===== src/rtl/frpc_pkg.sv =====
// Shared definitions for the framed payload receiver: command and event codes,
// register indexes, header layout constants and the byte-wide CRC-32 update.
// No dependencies; every other file of the block but frpc_fifo imports this package.
`timescale 1ns / 1ps

package frpc_pkg;

	localparam int HEADER_BYTES_DEF = 12;
	localparam int INDEX_BITS_DEF = 16;
	localparam int COUNTER_BITS_DEF = 32;
	localparam int CMD_QUEUE_DEPTH = 2;
	localparam int RES_QUEUE_DEPTH = 2;

	localparam logic [31:0] CRC_POLY = 32'hEDB8_8320;
	localparam logic [31:0] CRC_ONES = 32'hFFFF_FFFF;
	localparam logic [31:0] MAGIC_FRM1 = 32'h314D_5246;
	localparam logic [15:0] LEN_CAP = 16'hFFFE;
	localparam logic [15:0] MAX_PAYLOAD_RST = 16'd65534;
	localparam logic [15:0] STUCK_TIMEOUT_RST = 16'd300;

	// input function codes
	localparam logic [2:0] FUNC_DATA = 3'd0;
	localparam logic [2:0] FUNC_TICK = 3'd1;
	localparam logic [2:0] FUNC_LINK = 3'd2;
	localparam logic [2:0] FUNC_SELECT = 3'd3;
	localparam logic [2:0] FUNC_RELEASE = 3'd4;

	// result event codes
	localparam logic [2:0] EV_NONE = 3'd0;
	localparam logic [2:0] EV_ACCEPTED = 3'd1;
	localparam logic [2:0] EV_BAD_HEADER = 3'd2;
	localparam logic [2:0] EV_BAD_CRC = 3'd3;
	localparam logic [2:0] EV_LINK_ERROR = 3'd4;
	localparam logic [2:0] EV_STUCK = 3'd5;
	localparam logic [2:0] EV_RELEASED = 3'd6;

	// configuration register indexes
	localparam logic REG_MAX_PAYLOAD = 1'b0;
	localparam logic REG_STUCK_TIMEOUT = 1'b1;

	typedef enum logic [2:0] {
		OP_DATA,
		OP_TICK,
		OP_LINK,
		OP_SELECT,
		OP_RELEASE,
		OP_IGNORE
	} op_t;

	typedef struct packed {
		op_t op;
		logic [7:0] data;
	} cmd_t;

	// reflected CRC-32, one byte, LSB first
	function automatic logic [31:0] crc32_byte(input logic [31:0] crc, input logic [7:0] b);
		logic [31:0] c;
		c = crc ^ {24'd0, b};
		for (int k = 0; k < 8; k++) begin
			c = c[0] ? ((c >> 1) ^ CRC_POLY) : (c >> 1);
		end
		return c;
	endfunction

endpackage


===== src/rtl/frpc_fifo.sv =====
// Small flop-based queue with full/empty flags decoded from a registered count.
// Used for the command queue and the result queue; depends on nothing.
`timescale 1ns / 1ps

module frpc_fifo #(
	parameter int WIDTH = 8,
	parameter int DEPTH = 2
) (
	input  logic             clk,
	input  logic             arst_n,
	input  logic             push,
	input  logic [WIDTH-1:0] din,
	output logic             full,
	input  logic             pop,
	output logic [WIDTH-1:0] dout,
	output logic             empty
);

	localparam int PTR_W = (DEPTH > 1) ? $clog2(DEPTH) : 1;
	localparam int CNT_W = $clog2(DEPTH + 1);
	localparam logic [PTR_W-1:0] LAST_PTR = PTR_W'(DEPTH - 1);
	localparam logic [CNT_W-1:0] FULL_CNT = CNT_W'(DEPTH);

	logic [WIDTH-1:0] entry_q [DEPTH];
	logic [PTR_W-1:0] wr_ptr_q;
	logic [PTR_W-1:0] rd_ptr_q;
	logic [CNT_W-1:0] count_q;
	logic             do_push;
	logic             do_pop;

	assign do_push = push && !full;
	assign do_pop = pop && !empty;
	assign full = (count_q == FULL_CNT);
	assign empty = (count_q == '0);
	assign dout = entry_q[rd_ptr_q];

	always_ff @(posedge clk or negedge arst_n) begin
		if (!arst_n) begin
			wr_ptr_q <= '0;
			rd_ptr_q <= '0;
			count_q <= '0;
		end else begin
			if (do_push) begin
				wr_ptr_q <= (wr_ptr_q == LAST_PTR) ? '0 : wr_ptr_q + 1'b1;
			end
			if (do_pop) begin
				rd_ptr_q <= (rd_ptr_q == LAST_PTR) ? '0 : rd_ptr_q + 1'b1;
			end
			if (do_push && !do_pop) begin
				count_q <= count_q + 1'b1;
			end else if (do_pop && !do_push) begin
				count_q <= count_q - 1'b1;
			end
		end
	end

	always_ff @(posedge clk) begin
		if (do_push) begin
			entry_q[wr_ptr_q] <= din;
		end
	end

endmodule


===== src/rtl/frpc_front.sv =====
// Front end: takes input requests, classifies the function code and queues
// the decoded command. Depends on frpc_pkg and frpc_fifo.
`timescale 1ns / 1ps

module frpc_front (
	input  logic           clk,
	input  logic           arst_n,
	input  logic           push,
	output logic           full,
	input  logic [2:0]     func,
	input  logic [7:0]     data,
	input  logic           cmd_pop,
	output frpc_pkg::cmd_t cmd,
	output logic           cmd_empty
);

	import frpc_pkg::*;

	cmd_t cmd_in;

	always_comb begin
		cmd_in.data = data;
		unique case (func)
			FUNC_DATA:    cmd_in.op = OP_DATA;
			FUNC_TICK:    cmd_in.op = OP_TICK;
			FUNC_LINK:    cmd_in.op = OP_LINK;
			FUNC_SELECT:  cmd_in.op = OP_SELECT;
			FUNC_RELEASE: cmd_in.op = OP_RELEASE;
			default:      cmd_in.op = OP_IGNORE;
		endcase
	end

	frpc_fifo #(
		.WIDTH($bits(cmd_t)),
		.DEPTH(CMD_QUEUE_DEPTH)
	) u_cmd_q (
		.clk   (clk),
		.arst_n(arst_n),
		.push  (push),
		.din   (cmd_in),
		.full  (full),
		.pop   (cmd_pop),
		.dout  (cmd),
		.empty (cmd_empty)
	);

endmodule


===== src/rtl/frpc_back.sv =====
// Back end: header parsing, payload forwarding with CRC-32 check, timeout,
// READY line, error counters and configuration registers. Depends on frpc_pkg.
`timescale 1ns / 1ps

module frpc_back #(
	parameter int INDEX_BITS = frpc_pkg::INDEX_BITS_DEF,
	parameter int COUNTER_BITS = frpc_pkg::COUNTER_BITS_DEF
) (
	input  logic                    clk,
	input  logic                    arst_n,
	input  logic                    wr_en,
	input  logic                    wr_index,
	input  logic [15:0]             wr_data,
	input  frpc_pkg::cmd_t          cmd,
	input  logic                    cmd_valid,
	output logic                    cmd_pop,
	input  logic                    res_full,
	output logic                    res_push,
	output logic [2:0]              event_res,
	output logic                    byte_valid,
	output logic [7:0]              payload_byte,
	output logic [INDEX_BITS-1:0]   byte_index,
	output logic                    last_byte,
	output logic                    ready_res,
	output logic [15:0]             frame_length,
	output logic [COUNTER_BITS-1:0] bad_header_total,
	output logic [COUNTER_BITS-1:0] bad_crc_total,
	output logic [COUNTER_BITS-1:0] link_error_total,
	output logic [COUNTER_BITS-1:0] stuck_total
);

	import frpc_pkg::*;

	localparam logic [1:0] MODE_HEADER = 2'd0;
	localparam logic [1:0] MODE_PAYLOAD = 2'd1;
	localparam logic [1:0] MODE_HOLD = 2'd2;

	localparam int STORED_BYTES = HEADER_BYTES_DEF - 1;
	localparam logic [3:0] LAST_HDR = 4'(HEADER_BYTES_DEF - 1);
	localparam logic [31:0] IDX_CAP = 32'((64'd1 << INDEX_BITS) - 64'd2);
	localparam logic [16:0] WAIT_SAT = 17'h1_0000;

	logic [15:0]             max_payload_q;
	logic [15:0]             stuck_timeout_q;
	logic [1:0]              mode_q, mode_d;
	logic [3:0]              hdr_cnt_q, hdr_cnt_d;
	logic [7:0]              hdr_q [STORED_BYTES];
	logic [31:0]             exp_crc_q, exp_crc_d;
	logic [15:0]             pay_len_q, pay_len_d;
	logic [INDEX_BITS-1:0]   pay_cnt_q, pay_cnt_d;
	logic [31:0]             crc_q, crc_d;
	logic [16:0]             wait_q, wait_d;
	logic                    ready_q, ready_d;
	logic [COUNTER_BITS-1:0] hdr_err_q, hdr_err_d;
	logic [COUNTER_BITS-1:0] crc_err_q, crc_err_d;
	logic [COUNTER_BITS-1:0] link_err_q, link_err_d;
	logic [COUNTER_BITS-1:0] stuck_q, stuck_d;

	logic                    step;
	logic                    hdr_we;
	logic [31:0]             limit;
	logic [31:0]             magic_w, len_w, crc_w;
	logic [31:0]             crc_next;
	logic [INDEX_BITS-1:0]   cnt_next;
	logic [16:0]             wait_inc;

	assign step = cmd_valid && !res_full;
	assign cmd_pop = step;
	assign res_push = step;

	// effective length limit: register, capped by the fixed cap and the index range
	always_comb begin
		limit = {16'd0, max_payload_q};
		if (limit > {16'd0, LEN_CAP}) begin
			limit = {16'd0, LEN_CAP};
		end
		if (limit > IDX_CAP) begin
			limit = IDX_CAP;
		end
	end

	assign magic_w = {hdr_q[3], hdr_q[2], hdr_q[1], hdr_q[0]};
	assign len_w = {hdr_q[7], hdr_q[6], hdr_q[5], hdr_q[4]};
	assign crc_w = {cmd.data, hdr_q[10], hdr_q[9], hdr_q[8]};
	assign crc_next = crc32_byte(crc_q, cmd.data);
	assign cnt_next = pay_cnt_q + 1'b1;
	assign wait_inc = (wait_q < WAIT_SAT) ? wait_q + 1'b1 : wait_q;

	always_comb begin
		mode_d = mode_q;
		hdr_cnt_d = hdr_cnt_q;
		exp_crc_d = exp_crc_q;
		pay_len_d = pay_len_q;
		pay_cnt_d = pay_cnt_q;
		crc_d = crc_q;
		wait_d = wait_q;
		ready_d = ready_q;
		hdr_err_d = hdr_err_q;
		crc_err_d = crc_err_q;
		link_err_d = link_err_q;
		stuck_d = stuck_q;
		hdr_we = 1'b0;
		event_res = EV_NONE;
		byte_valid = 1'b0;
		payload_byte = '0;
		byte_index = '0;
		last_byte = 1'b0;

		unique case (cmd.op)
			OP_DATA: begin
				unique case (mode_q)
					MODE_HEADER: begin
						if (hdr_cnt_q == LAST_HDR) begin
							if (magic_w == MAGIC_FRM1 && len_w != '0 && len_w <= limit) begin
								mode_d = MODE_PAYLOAD;
								pay_len_d = len_w[15:0];
								exp_crc_d = crc_w;
								pay_cnt_d = '0;
								crc_d = CRC_ONES;
								wait_d = '0;
								hdr_cnt_d = '0;
							end else begin
								hdr_err_d = hdr_err_q + 1'b1;
								mode_d = MODE_HEADER;
								hdr_cnt_d = '0;
								ready_d = 1'b1;
								event_res = EV_BAD_HEADER;
							end
						end else begin
							hdr_we = 1'b1;
							hdr_cnt_d = hdr_cnt_q + 1'b1;
						end
					end
					MODE_PAYLOAD: begin
						byte_valid = 1'b1;
						payload_byte = cmd.data;
						byte_index = pay_cnt_q;
						crc_d = crc_next;
						pay_cnt_d = cnt_next;
						if (32'(cnt_next) >= {16'd0, pay_len_q}) begin
							last_byte = 1'b1;
							if ((crc_next ^ CRC_ONES) == exp_crc_q) begin
								mode_d = MODE_HOLD;
								event_res = EV_ACCEPTED;
							end else begin
								crc_err_d = crc_err_q + 1'b1;
								mode_d = MODE_HEADER;
								hdr_cnt_d = '0;
								ready_d = 1'b1;
								event_res = EV_BAD_CRC;
							end
						end
					end
					default: begin
						// drop data while a frame is held
					end
				endcase
			end
			OP_TICK: begin
				if (mode_q == MODE_PAYLOAD) begin
					wait_d = wait_inc;
					if (wait_inc > {1'b0, stuck_timeout_q}) begin
						stuck_d = stuck_q + 1'b1;
						mode_d = MODE_HEADER;
						hdr_cnt_d = '0;
						ready_d = 1'b1;
						event_res = EV_STUCK;
					end
				end
			end
			OP_LINK: begin
				link_err_d = link_err_q + 1'b1;
				mode_d = MODE_HEADER;
				hdr_cnt_d = '0;
				ready_d = 1'b1;
				event_res = EV_LINK_ERROR;
			end
			OP_SELECT: begin
				ready_d = 1'b0;
			end
			OP_RELEASE: begin
				if (mode_q == MODE_HOLD) begin
					mode_d = MODE_HEADER;
					hdr_cnt_d = '0;
					ready_d = 1'b1;
					event_res = EV_RELEASED;
				end
			end
			default: begin
			end
		endcase

		ready_res = ready_d;
		frame_length = (mode_d != MODE_HEADER) ? pay_len_d : '0;
		bad_header_total = hdr_err_d;
		bad_crc_total = crc_err_d;
		link_error_total = link_err_d;
		stuck_total = stuck_d;
	end

	always_ff @(posedge clk or negedge arst_n) begin
		if (!arst_n) begin
			max_payload_q <= MAX_PAYLOAD_RST;
			stuck_timeout_q <= STUCK_TIMEOUT_RST;
		end else if (wr_en) begin
			unique case (wr_index)
				REG_MAX_PAYLOAD:   max_payload_q <= wr_data;
				REG_STUCK_TIMEOUT: stuck_timeout_q <= wr_data;
			endcase
		end
	end

	always_ff @(posedge clk or negedge arst_n) begin
		if (!arst_n) begin
			mode_q <= MODE_HEADER;
			hdr_cnt_q <= '0;
			exp_crc_q <= '0;
			pay_len_q <= '0;
			pay_cnt_q <= '0;
			crc_q <= CRC_ONES;
			wait_q <= '0;
			ready_q <= 1'b1;
			hdr_err_q <= '0;
			crc_err_q <= '0;
			link_err_q <= '0;
			stuck_q <= '0;
		end else if (step) begin
			mode_q <= mode_d;
			hdr_cnt_q <= hdr_cnt_d;
			exp_crc_q <= exp_crc_d;
			pay_len_q <= pay_len_d;
			pay_cnt_q <= pay_cnt_d;
			crc_q <= crc_d;
			wait_q <= wait_d;
			ready_q <= ready_d;
			hdr_err_q <= hdr_err_d;
			crc_err_q <= crc_err_d;
			link_err_q <= link_err_d;
			stuck_q <= stuck_d;
		end
	end

	// header bytes are always overwritten in order before the header is judged
	always_ff @(posedge clk) begin
		if (step && hdr_we) begin
			hdr_q[hdr_cnt_q] <= cmd.data;
		end
	end

endmodule


===== src/rtl/framed_payload_receiver_crc32_core.sv =====
// Top level of the framed payload receiver: front end, back end, result queue.
// Depends on frpc_pkg, frpc_fifo, frpc_front and frpc_back.
`timescale 1ns / 1ps

// Every request (data byte, tick, link error, select fall, release) yields
// exactly one result. One request is accepted per clock while the command
// queue is not full. Requests pass through the command queue and their results
// are registered into the result queue. The rate is set by the back end, which
// applies one request per cycle while the result queue is not full, including a
// full byte-wide CRC-32 update. A two-entry command queue and a two-entry result
// queue decouple the input and output sides. There is no clearing pass after
// reset. Configuration writes are taken at any time but belong in idle periods.
module framed_payload_receiver_crc32_core #(
	parameter int INDEX_BITS = frpc_pkg::INDEX_BITS_DEF,
	parameter int COUNTER_BITS = frpc_pkg::COUNTER_BITS_DEF
) (
	input  logic                    clk,
	input  logic                    arst_n,
	input  logic                    wr_en,
	input  logic                    wr_index,
	input  logic [15:0]             wr_data,
	input  logic                    push,
	output logic                    full,
	input  logic [2:0]              func,
	input  logic [7:0]              data,
	output logic                    empty,
	input  logic                    pop,
	output logic [2:0]              event_res,
	output logic                    byte_valid,
	output logic [7:0]              payload_byte,
	output logic [INDEX_BITS-1:0]   byte_index,
	output logic                    last_byte,
	output logic                    ready_res,
	output logic [15:0]             frame_length,
	output logic [COUNTER_BITS-1:0] bad_header_total,
	output logic [COUNTER_BITS-1:0] bad_crc_total,
	output logic [COUNTER_BITS-1:0] link_error_total,
	output logic [COUNTER_BITS-1:0] stuck_total
);

	import frpc_pkg::*;

	localparam int RES_W = 3 + 1 + 8 + INDEX_BITS + 1 + 1 + 16 + 4 * COUNTER_BITS;

	cmd_t                    cmd;
	logic                    cmd_empty;
	logic                    cmd_pop;
	logic                    res_full;
	logic                    res_push;
	logic [RES_W-1:0]        res_din;
	logic [RES_W-1:0]        res_dout;

	logic [2:0]              b_event;
	logic                    b_valid;
	logic [7:0]              b_byte;
	logic [INDEX_BITS-1:0]   b_index;
	logic                    b_last;
	logic                    b_ready;
	logic [15:0]             b_len;
	logic [COUNTER_BITS-1:0] b_hdr_err;
	logic [COUNTER_BITS-1:0] b_crc_err;
	logic [COUNTER_BITS-1:0] b_link_err;
	logic [COUNTER_BITS-1:0] b_stuck;

	frpc_front u_front (
		.clk      (clk),
		.arst_n   (arst_n),
		.push     (push),
		.full     (full),
		.func     (func),
		.data     (data),
		.cmd_pop  (cmd_pop),
		.cmd      (cmd),
		.cmd_empty(cmd_empty)
	);

	frpc_back #(
		.INDEX_BITS  (INDEX_BITS),
		.COUNTER_BITS(COUNTER_BITS)
	) u_back (
		.clk             (clk),
		.arst_n          (arst_n),
		.wr_en           (wr_en),
		.wr_index        (wr_index),
		.wr_data         (wr_data),
		.cmd             (cmd),
		.cmd_valid       (!cmd_empty),
		.cmd_pop         (cmd_pop),
		.res_full        (res_full),
		.res_push        (res_push),
		.event_res       (b_event),
		.byte_valid      (b_valid),
		.payload_byte    (b_byte),
		.byte_index      (b_index),
		.last_byte       (b_last),
		.ready_res       (b_ready),
		.frame_length    (b_len),
		.bad_header_total(b_hdr_err),
		.bad_crc_total   (b_crc_err),
		.link_error_total(b_link_err),
		.stuck_total     (b_stuck)
	);

	assign res_din = {b_event, b_valid, b_byte, b_index, b_last, b_ready, b_len,
		b_hdr_err, b_crc_err, b_link_err, b_stuck};

	frpc_fifo #(
		.WIDTH(RES_W),
		.DEPTH(RES_QUEUE_DEPTH)
	) u_res_q (
		.clk   (clk),
		.arst_n(arst_n),
		.push  (res_push),
		.din   (res_din),
		.full  (res_full),
		.pop   (pop),
		.dout  (res_dout),
		.empty (empty)
	);

	assign {event_res, byte_valid, payload_byte, byte_index, last_byte, ready_res, frame_length,
		bad_header_total, bad_crc_total, link_error_total, stuck_total} = res_dout;

endmodule

===== config.mk =====
export PLATFORM = sky130hd
export DESIGN_NAME = framed_payload_receiver_crc32_core
export DESIGN_NICKNAME = d
export VERILOG_FILES = /design/src/rtl/frpc_pkg.sv /design/src/rtl/frpc_fifo.sv /design/src/rtl/frpc_front.sv /design/src/rtl/frpc_back.sv /design/src/rtl/framed_payload_receiver_crc32_core.sv
export SDC_FILE = /design/constraint.sdc
export NUM_CORES = 1
export LEC_CHECK = 0
export BUFFER_PORTS_ARGS = -buffer_cell sky130_fd_sc_hd__buf_2
export CAP_MARGIN = 20
export CORE_ASPECT_RATIO = 1.4
export CORE_MARGIN = 3
export CORE_UTILIZATION = 35
export DETAILED_ROUTE_END_ITERATION = 6
export GPL_TIMING_DRIVEN = 1
export SYNTH_ARGS = -nofsm -noshare
export SYNTH_HDL_FRONTEND = slang
export SYNTH_SLANG_ARGS = --single-unit

===== constraint.sdc =====
create_clock -name clk -period 12 [get_ports clk]
set_input_delay 2.4 -clock clk [delete_from_list [all_inputs] [get_ports clk]]
set_output_delay 2.4 -clock clk [all_outputs]
set_load 0.03 [all_outputs]

### Word level (Yosys, flattened, before mapping)

Memory sizes are Yosys's and may differ from the RTL's. A register that Yosys moved wholly into a read port is not among the register bits.
Cells that the tools add are included.

* add/subtract/negate cells: 15
* $mul: 0
* div/mod/pow operators: 0
* magnitude comparators: 6
* equality and inequality tests: 26
* shifts and indexed selects: 0
* multiplexer cells: 101
* bitwise logic cells: 11
* reductions and logical operators: 41

Operators by type and width (count)
* $mux 32: 23
* $mux 16: 10
* $add 32x1->32 const B: 4
* $not 13->14: 8
* $mux 17: 5
* $pmux 32 s2: 1
* $pmux 17 s2: 1
* $eq 32x30->1 const B: 1
* $eq 32x32->1: 1
* $gt 16x16->1 const B: 2
* $le 32x32->1: 1
* $not 32->32: 1
* $pmux 16 s2: 1
* $reduce_bool 32->1: 1
* $xor 32x8->32: 1
* $mux 1: 26
* $mux 2: 12
* $mux 4: 6
* $add 17x1->17 const B: 1
* $gt 17x16->1: 1
* $lt 17x17->1 const B: 1
* $add 16x1->16 const B: 1
* $ge 16x16->1: 1
* $mux 8: 2
* other kinds (35): 88

* register bits after elaboration: 288
* latch bits: 0
* RAM bits: 458
* bits in read-only memories: 0
* input bits: 33
* output and inout bits: 176
* logic and storage cells: 223
* memories: 3

Memories
* u_res_q.entry_q: words 2, bits a word 174, rd ports 1, clocked after Yosys merged registers in 0, write ports 1, RTL line frpc_fifo.sv:24 `logic [WIDTH-1:0] entry_q [DEPTH];`
* u_back.hdr_q: words 11, bits a word 8, rd ports 11, clocked after Yosys merged registers in 3, write ports 1, RTL line frpc_back.sv:47 `logic [7:0] hdr_q [STORED_BYTES];`
* u_front.u_cmd_q.entry_q: words 2, bits a word 11, rd ports 1, clocked after Yosys merged registers in 0, write ports 1, RTL line frpc_fifo.sv:24

### Longest topological paths before layout

An unclocked memory read counts as a cell.

* word-level depth: 26
* mapped depth: 20
* gate-level depth less buffers: 18

### Hierarchy

From an unflattened synthesis, not the netlist that was laid out.

* cells, all modules: 2553
* area total of the unflattened synthesis: 34444.3 µm²

By module, submodules not included
* frpc_back: instances 1, cells an instance 1936, area each 20621.0 µm²
* frpc_fifo at u_res_q: instances 1, cells an instance 560, area each 12799.8 µm²
* frpc_fifo at u_front.u_cmd_q: instances 1, cells an instance 53, area each 1002.2 µm²
* frpc_front: instances 1, cells an instance 3, area each 17.5 µm²
* framed_payload_receiver_crc32_core: instances 1, cells an instance 1, area each 3.8 µm²

### Least setup slack after synthesis

Ideal clock, no wire load.

* kind: register to register
* from: register u_res_q.count_q[1]
* to: memory u_res_q.entry_q[0][0] in the netlist's numbering, enable pin
* setup time: 0.711 ns
* data arrival time: 8.413 ns
* data required time: 11.289 ns
* setup slack: 2.876 ns
* stages on the path, launching flop included: 7
* buffers on the path: 3
* period minus slack after synthesis: 9.124 ns
* path through: dfrtp_1 > inv_1 > o22ai_1 > clkbuf_1 > clkbuf_1 > buf_1 > nor2_1

* word-level cells in the longest chain between the ends: 6

RTL lines
* start: declaration: RTL line frpc_fifo.sv:27 `logic [CNT_W-1:0] count_q;`
* start signal: assignment: RTL line frpc_fifo.sv:50 `count_q <= count_q + 1'b1;`
* start signal: assignment: RTL line frpc_fifo.sv:52 `count_q <= count_q - 1'b1;`
* $eq 2x2->1 (*): RTL line frpc_fifo.sv:33 `assign full = (count_q == FULL_CNT);`
* $logic_not 1->1 (*): RTL line frpc_fifo.sv:31, frpc_back.sv:67
* $logic_and 1x1->1: RTL line frpc_back.sv:67 `assign step = cmd_valid && !res_full;`
* $logic_and 1x1->1 (*): RTL line frpc_fifo.sv:31 `assign do_push = push && !full;`
* $mux 1 (*): RTL line frpc_fifo.sv:58 `if (do_push) begin`
* $mux 1 (not written as such) (*): RTL line frpc_fifo.sv:59 `entry_q[wr_ptr_q] <= din;`
* end: declaration: RTL line frpc_fifo.sv:24

Mark *: on every way between the ends. The rest lies on a longest branch, timed or not.

### Worst setup path in the final report

* from: register u_res_q.rd_ptr_q
* to: output port event_res[1]

* word-level cells in the longest chain between the ends: 1

RTL lines
* start: declaration: RTL line frpc_fifo.sv:26 `logic [PTR_W-1:0] rd_ptr_q;`
* start signal: assignment: RTL line frpc_fifo.sv:47 `rd_ptr_q <= (rd_ptr_q == LAST_PTR) ? '0 : rd_ptr_q + 1'b1;`
* $mem_v2 2x174
* end: declaration: RTL line framed_payload_receiver_crc32_core.sv:28 `output logic [2:0] event_res,`

No other way between the ends.

==> impl_results.rst <==
.. list-table::
   :header-rows: 1

   * - Metric
     - Value
   * - Result of the run
     - completed
   * - Number of nets in the synthesized netlist
     - 2740
   * - Wire length of the first global-routing pass
     - 128000 um
   * - Number of top-level design ports
     - 209
   * - Slowest stage delay, CP
     - 0.82 ns
   * - Post-Synthesis Cells
     - 2647
   * - Final routed wire length divided by cell count
     - 19.6 um
   * - Highest-delay cell along the critical path
     - sky130_fd_sc_hd__dfrtp_4
   * - Classification of the worst-slack hold path
     - reg2reg
   * - Post-DR vias/cell
     - 4.94
   * - Final core area utilization
     - 0.409
   * - Chip width
     - 272 um
   * - Antenna diode instance count
     - 0
   * - Count of port buffers added during placement
     - 208
   * - # resized after CTS
     - 0
   * - Power Density
     - 257 nW/um^2
   * - Kind of cell adding the most delay to the critical path
     - flip-flops
   * - Type of element capturing the critical path
     - primary output
   * - Transition time at the pin with the least slew margin
     - 1.09 ns
   * - Total number of placement rows
     - 135
   * - Total CTS buffers
     - 78
   * - Vias post-DR
     - 20808
   * - Final period utilization
     - 0.448
   * - Area of the core region
     - 97500 sq um
   * - Worst slew margin relative to its limit
     - 0.271
   * - Number of nets in the layout
     - 2941
   * - DRT iter0 DRCs
     - 1125
   * - Number of setup buffers added after CTS
     - 0
   * - Post-synth EDFFs
     - 458
   * - Global-route total usage across every layer
     - 0.161
   * - Part of the Yosys area used for sequential elements
     - 0.607
   * - Crit path max fanout
     - 134
   * - Maximum clock skew at final layout
     - 0.0400 ns
   * - Leading cell types in the layout, fill and taps excluded
     - sky130_fd_sc_hd__edfxtp_1, sky130_fd_sc_hd__mux2_2, sky130_fd_sc_hd__dfrtp_1, sky130_fd_sc_hd__xnor2_1, sky130_fd_sc_hd__buf_2
   * - First-pass iteration count of the detailed router
     - 5
   * - Layout filler cell count
     - 9183
   * - CTS clock-pin slew for the worst setup and hold paths
     - 0.07 ns
   * - Synthesis-stage register bit count
     - 746
   * - Cell depth of the worst setup path
     - 3
   * - Buffers and inverters on the worst path
     - 2
   * - CTS Root Cell
     - sky130_fd_sc_hd__clkbuf_16
   * - Overall overflow remaining after global route
     - 0
   * - Worst hold path depth
     - 2
   * - RSZ-0062 raised after global routing
     - false
   * - Number of endpoints failing setup at the final stage
     - 0
   * - Most common cell after layout, fill and taps aside
     - sky130_fd_sc_hd__edfxtp_1
   * - Dpl ws
     - 6.88 ns
   * - Worst EP arrival
     - 2.97 ns
   * - FMAX
     - 186 MHz
   * - Max-capacitance violation count
     - 0
   * - Maximum number of pins on one net before global-route repair
     - 135
   * - Layout overhead on the synthesized area
     - 15.2%
   * - Mapped Area
     - 34600 sq um
   * - Post-synthesis area per instance
     - 13.1 sq um
   * - Number of standard cells in the final layout excluding fillers
     - 4215
   * - Initial antenna violation count
     - 2
   * - Setup slack, reg-to-reg
     - 6.91 ns
   * - Aggregate routed wire length
     - 82600 um
   * - Antenna Nets Post-Route
     - 0
   * - DRC violations left
     - 0
   * - Final Wtd Congestion
     - 0.836
   * - Sort of element at the start of the critical path
     - flop
   * - Required time at the endpoint of the critical path
     - 9.60 ns
   * - CTS hold repair buffers
     - 0
   * - Maximum clock insertion buffer count
     - 3
   * - Leak pwr
     - 15.9 nW
   * - TritonCTS clock tree
     - done
   * - Layout cells sized above 1
     - 0.236
   * - Crit path setup slack, layout
     - 6.63 ns
   * - Overall die area
     - 103000 sq um
   * - Clock latency on the worst-skew pair
     - 0.67 ns
   * - Post-detailed-placement half-perimeter wirelength
     - 56000 um
   * - Async S/R FF share, synth
     - 0.386
   * - Worst vdd ir
     - 0.245 mV
   * - Number of cell instances on the worst register-to-register path
     - 15
   * - Floorplan die height
     - 378 um
   * - Crit Path Class
     - reg2out
   * - Distinct cells, synth
     - 70
   * - Cell Count Post-Placement
     - 4069
   * - Clock sinks
     - 746
   * - Number of failing hold endpoints at the final stage
     - 0
   * - Ordered list of cells on the worst path
     - buf_12 > mux2_2 > buf_2
   * - Setup TNS
     - 0 ns
   * - Pwr Total
     - 0.0103 W
   * - Number of warnings reported in the yosys synthesis log
     - 0
   * - Top flip-flop cell by instance count after synthesis
     - sky130_fd_sc_hd__edfxtp_1
   * - Shortest clock period the worst path allows after layout
     - 5.37 ns
   * - Max-slew violations
     - 0
   * - Number of global-route vias before repair
     - 21334
   * - Total number of H-tree levels
     - 3
   * - Starting density of the core
     - 0.355
## metal layers
layer  vias to the layer above  track usage  routed length, um  part of all wire
met4                         0       0.0640               3010             0.036
met3                       137       0.0301               3460             0.042
met2                       364        0.287              42500              0.51
li1                       9904            -                  -                 -
met5                         -            0                  0                 0
met1                     10403        0.192              33600              0.41
## path summary, 6_finish.rpt
check	start	end
worst max-delay path	u_res_q.rd_ptr_q$_DFFE_PN0P_	event_res[1]
worst max register to register	u_back.pay_cnt_q[0]$_DFFE_PN0P_	u_res_q.entry_q[0][132]$_DFFE_PP_
worst min register to register	u_back.crc_q[12]$_DFFE_PN1P_	u_back.crc_q[12]$_DFFE_PN1P_
max in group asynchronous	arst_n	u_back.pay_len_q[13]$_DFFE_PN0P_
min in group asynchronous	arst_n	u_back.hdr_err_q[17]$_DFFE_PN0P_
worst min-delay path	u_back.crc_q[12]$_DFFE_PN1P_	u_back.crc_q[12]$_DFFE_PN1P_
## through the flow
| stage | cell area (sq um) | hold slack (ns) |
|---|---|---|
| finish | 39900 | 0.462 |
| global route | 39900 | 0.485 |
| CTS | 39900 | 0.465 |
| detailed placement | 37100 | 0.457 |
| global placement | 37100 | 0.455 |
| floorplan | 34600 | 0.435 |
## power by group
part	total, W	internal, W	switching [W]
Clock	0.00261	0.00156	0.00105
Combinational	0.00381	0.00126	0.00254
Sequential	0.00384	0.00363	0.000202
## synth_stat cells, types with 52 or more instances
| cell type | n | area [sq um] |
|---|---|---|
| sky130_fd_sc_hd__clkbuf_1 | 91 | 342 |
| sky130_fd_sc_hd__dfstp_2 | 52 | 1370 |
| sky130_fd_sc_hd__edfxtp_1 | 458 | 13800 |
| sky130_fd_sc_hd__xor2_1 | 147 | 1290 |
| sky130_fd_sc_hd__nor2_1 | 178 | 668 |
| sky130_fd_sc_hd__mux2_2 | 238 | 2680 |
| sky130_fd_sc_hd__xnor2_1 | 220 | 1930 |
| sky130_fd_sc_hd__and3_1 | 70 | 438 |
| sky130_fd_sc_hd__nand2_1 | 196 | 736 |
| sky130_fd_sc_hd__inv_1 | 78 | 293 |
| sky130_fd_sc_hd__ha_1 | 60 | 751 |
| sky130_fd_sc_hd__nor3_1 | 53 | 265 |
| sky130_fd_sc_hd__dfrtp_1 | 236 | 5910 |
| sky130_fd_sc_hd__nand4_1 | 79 | 494 |
| sky130_fd_sc_hd__o21ai_0 | 83 | 415 |
| sky130_fd_sc_hd__nand3_1 | 109 | 546 |
## worst min-delay path: cells and delay by family (launching register included)
family / cells / cell delay (ns)
flip-flops: 1 / 0.37
AND/OR/NAND/NOR: 2 / 0.09
## area by class of cell
| type | instances | area [sq um] | area share |
|---|---|---|---|
| Inverter | 78 | 293 | 0.00734 |
| Timing Repair Buffer | 235 | 1280 | 0.0321 |
| Multi-Input combinational cell | 1709 | 12900 | 0.323 |
| Sequential cell | 746 | 21000 | 0.527 |
| Clock buffer | 97 | 2110 | 0.0528 |
| Tap cell | 1301 | 1630 | 0.0408 |
| Clock inverter | 49 | 677 | 0.0170 |
## kinds of logic after synthesis
group | synth area share
and+or+nand+nor | 0.110
buffers and inverters | 0.0223
adders and majority gates | 0.0217
xor gates and xnor gates | 0.115
AOI/OAI and AO/OA | 0.0362
DFF | 0.607
muxes | 0.0883
## state kept, by name, indices dropped and copies added, names as in the netlist, 2 cells and up
name and cells:
u_back.crc_err_q 32, u_back.crc_q 32, u_back.exp_crc_q 32, u_back.hdr_cnt_q 4, u_back.hdr_err_q 32, u_back.hdr_q 88, u_back.link_err_q 32, u_back.max_payload_q 16
u_back.mode_q 2, u_back.pay_cnt_q 16, u_back.pay_len_q 16, u_back.stuck_q 32, u_back.stuck_timeout_q 16, u_back.wait_q 17, u_front.u_cmd_q.count_q 2, u_front.u_cmd_q.entry_q 22
u_res_q.count_q 2, u_res_q.entry_q 348
Note: power is estimated with default switching activity, not from simulation.
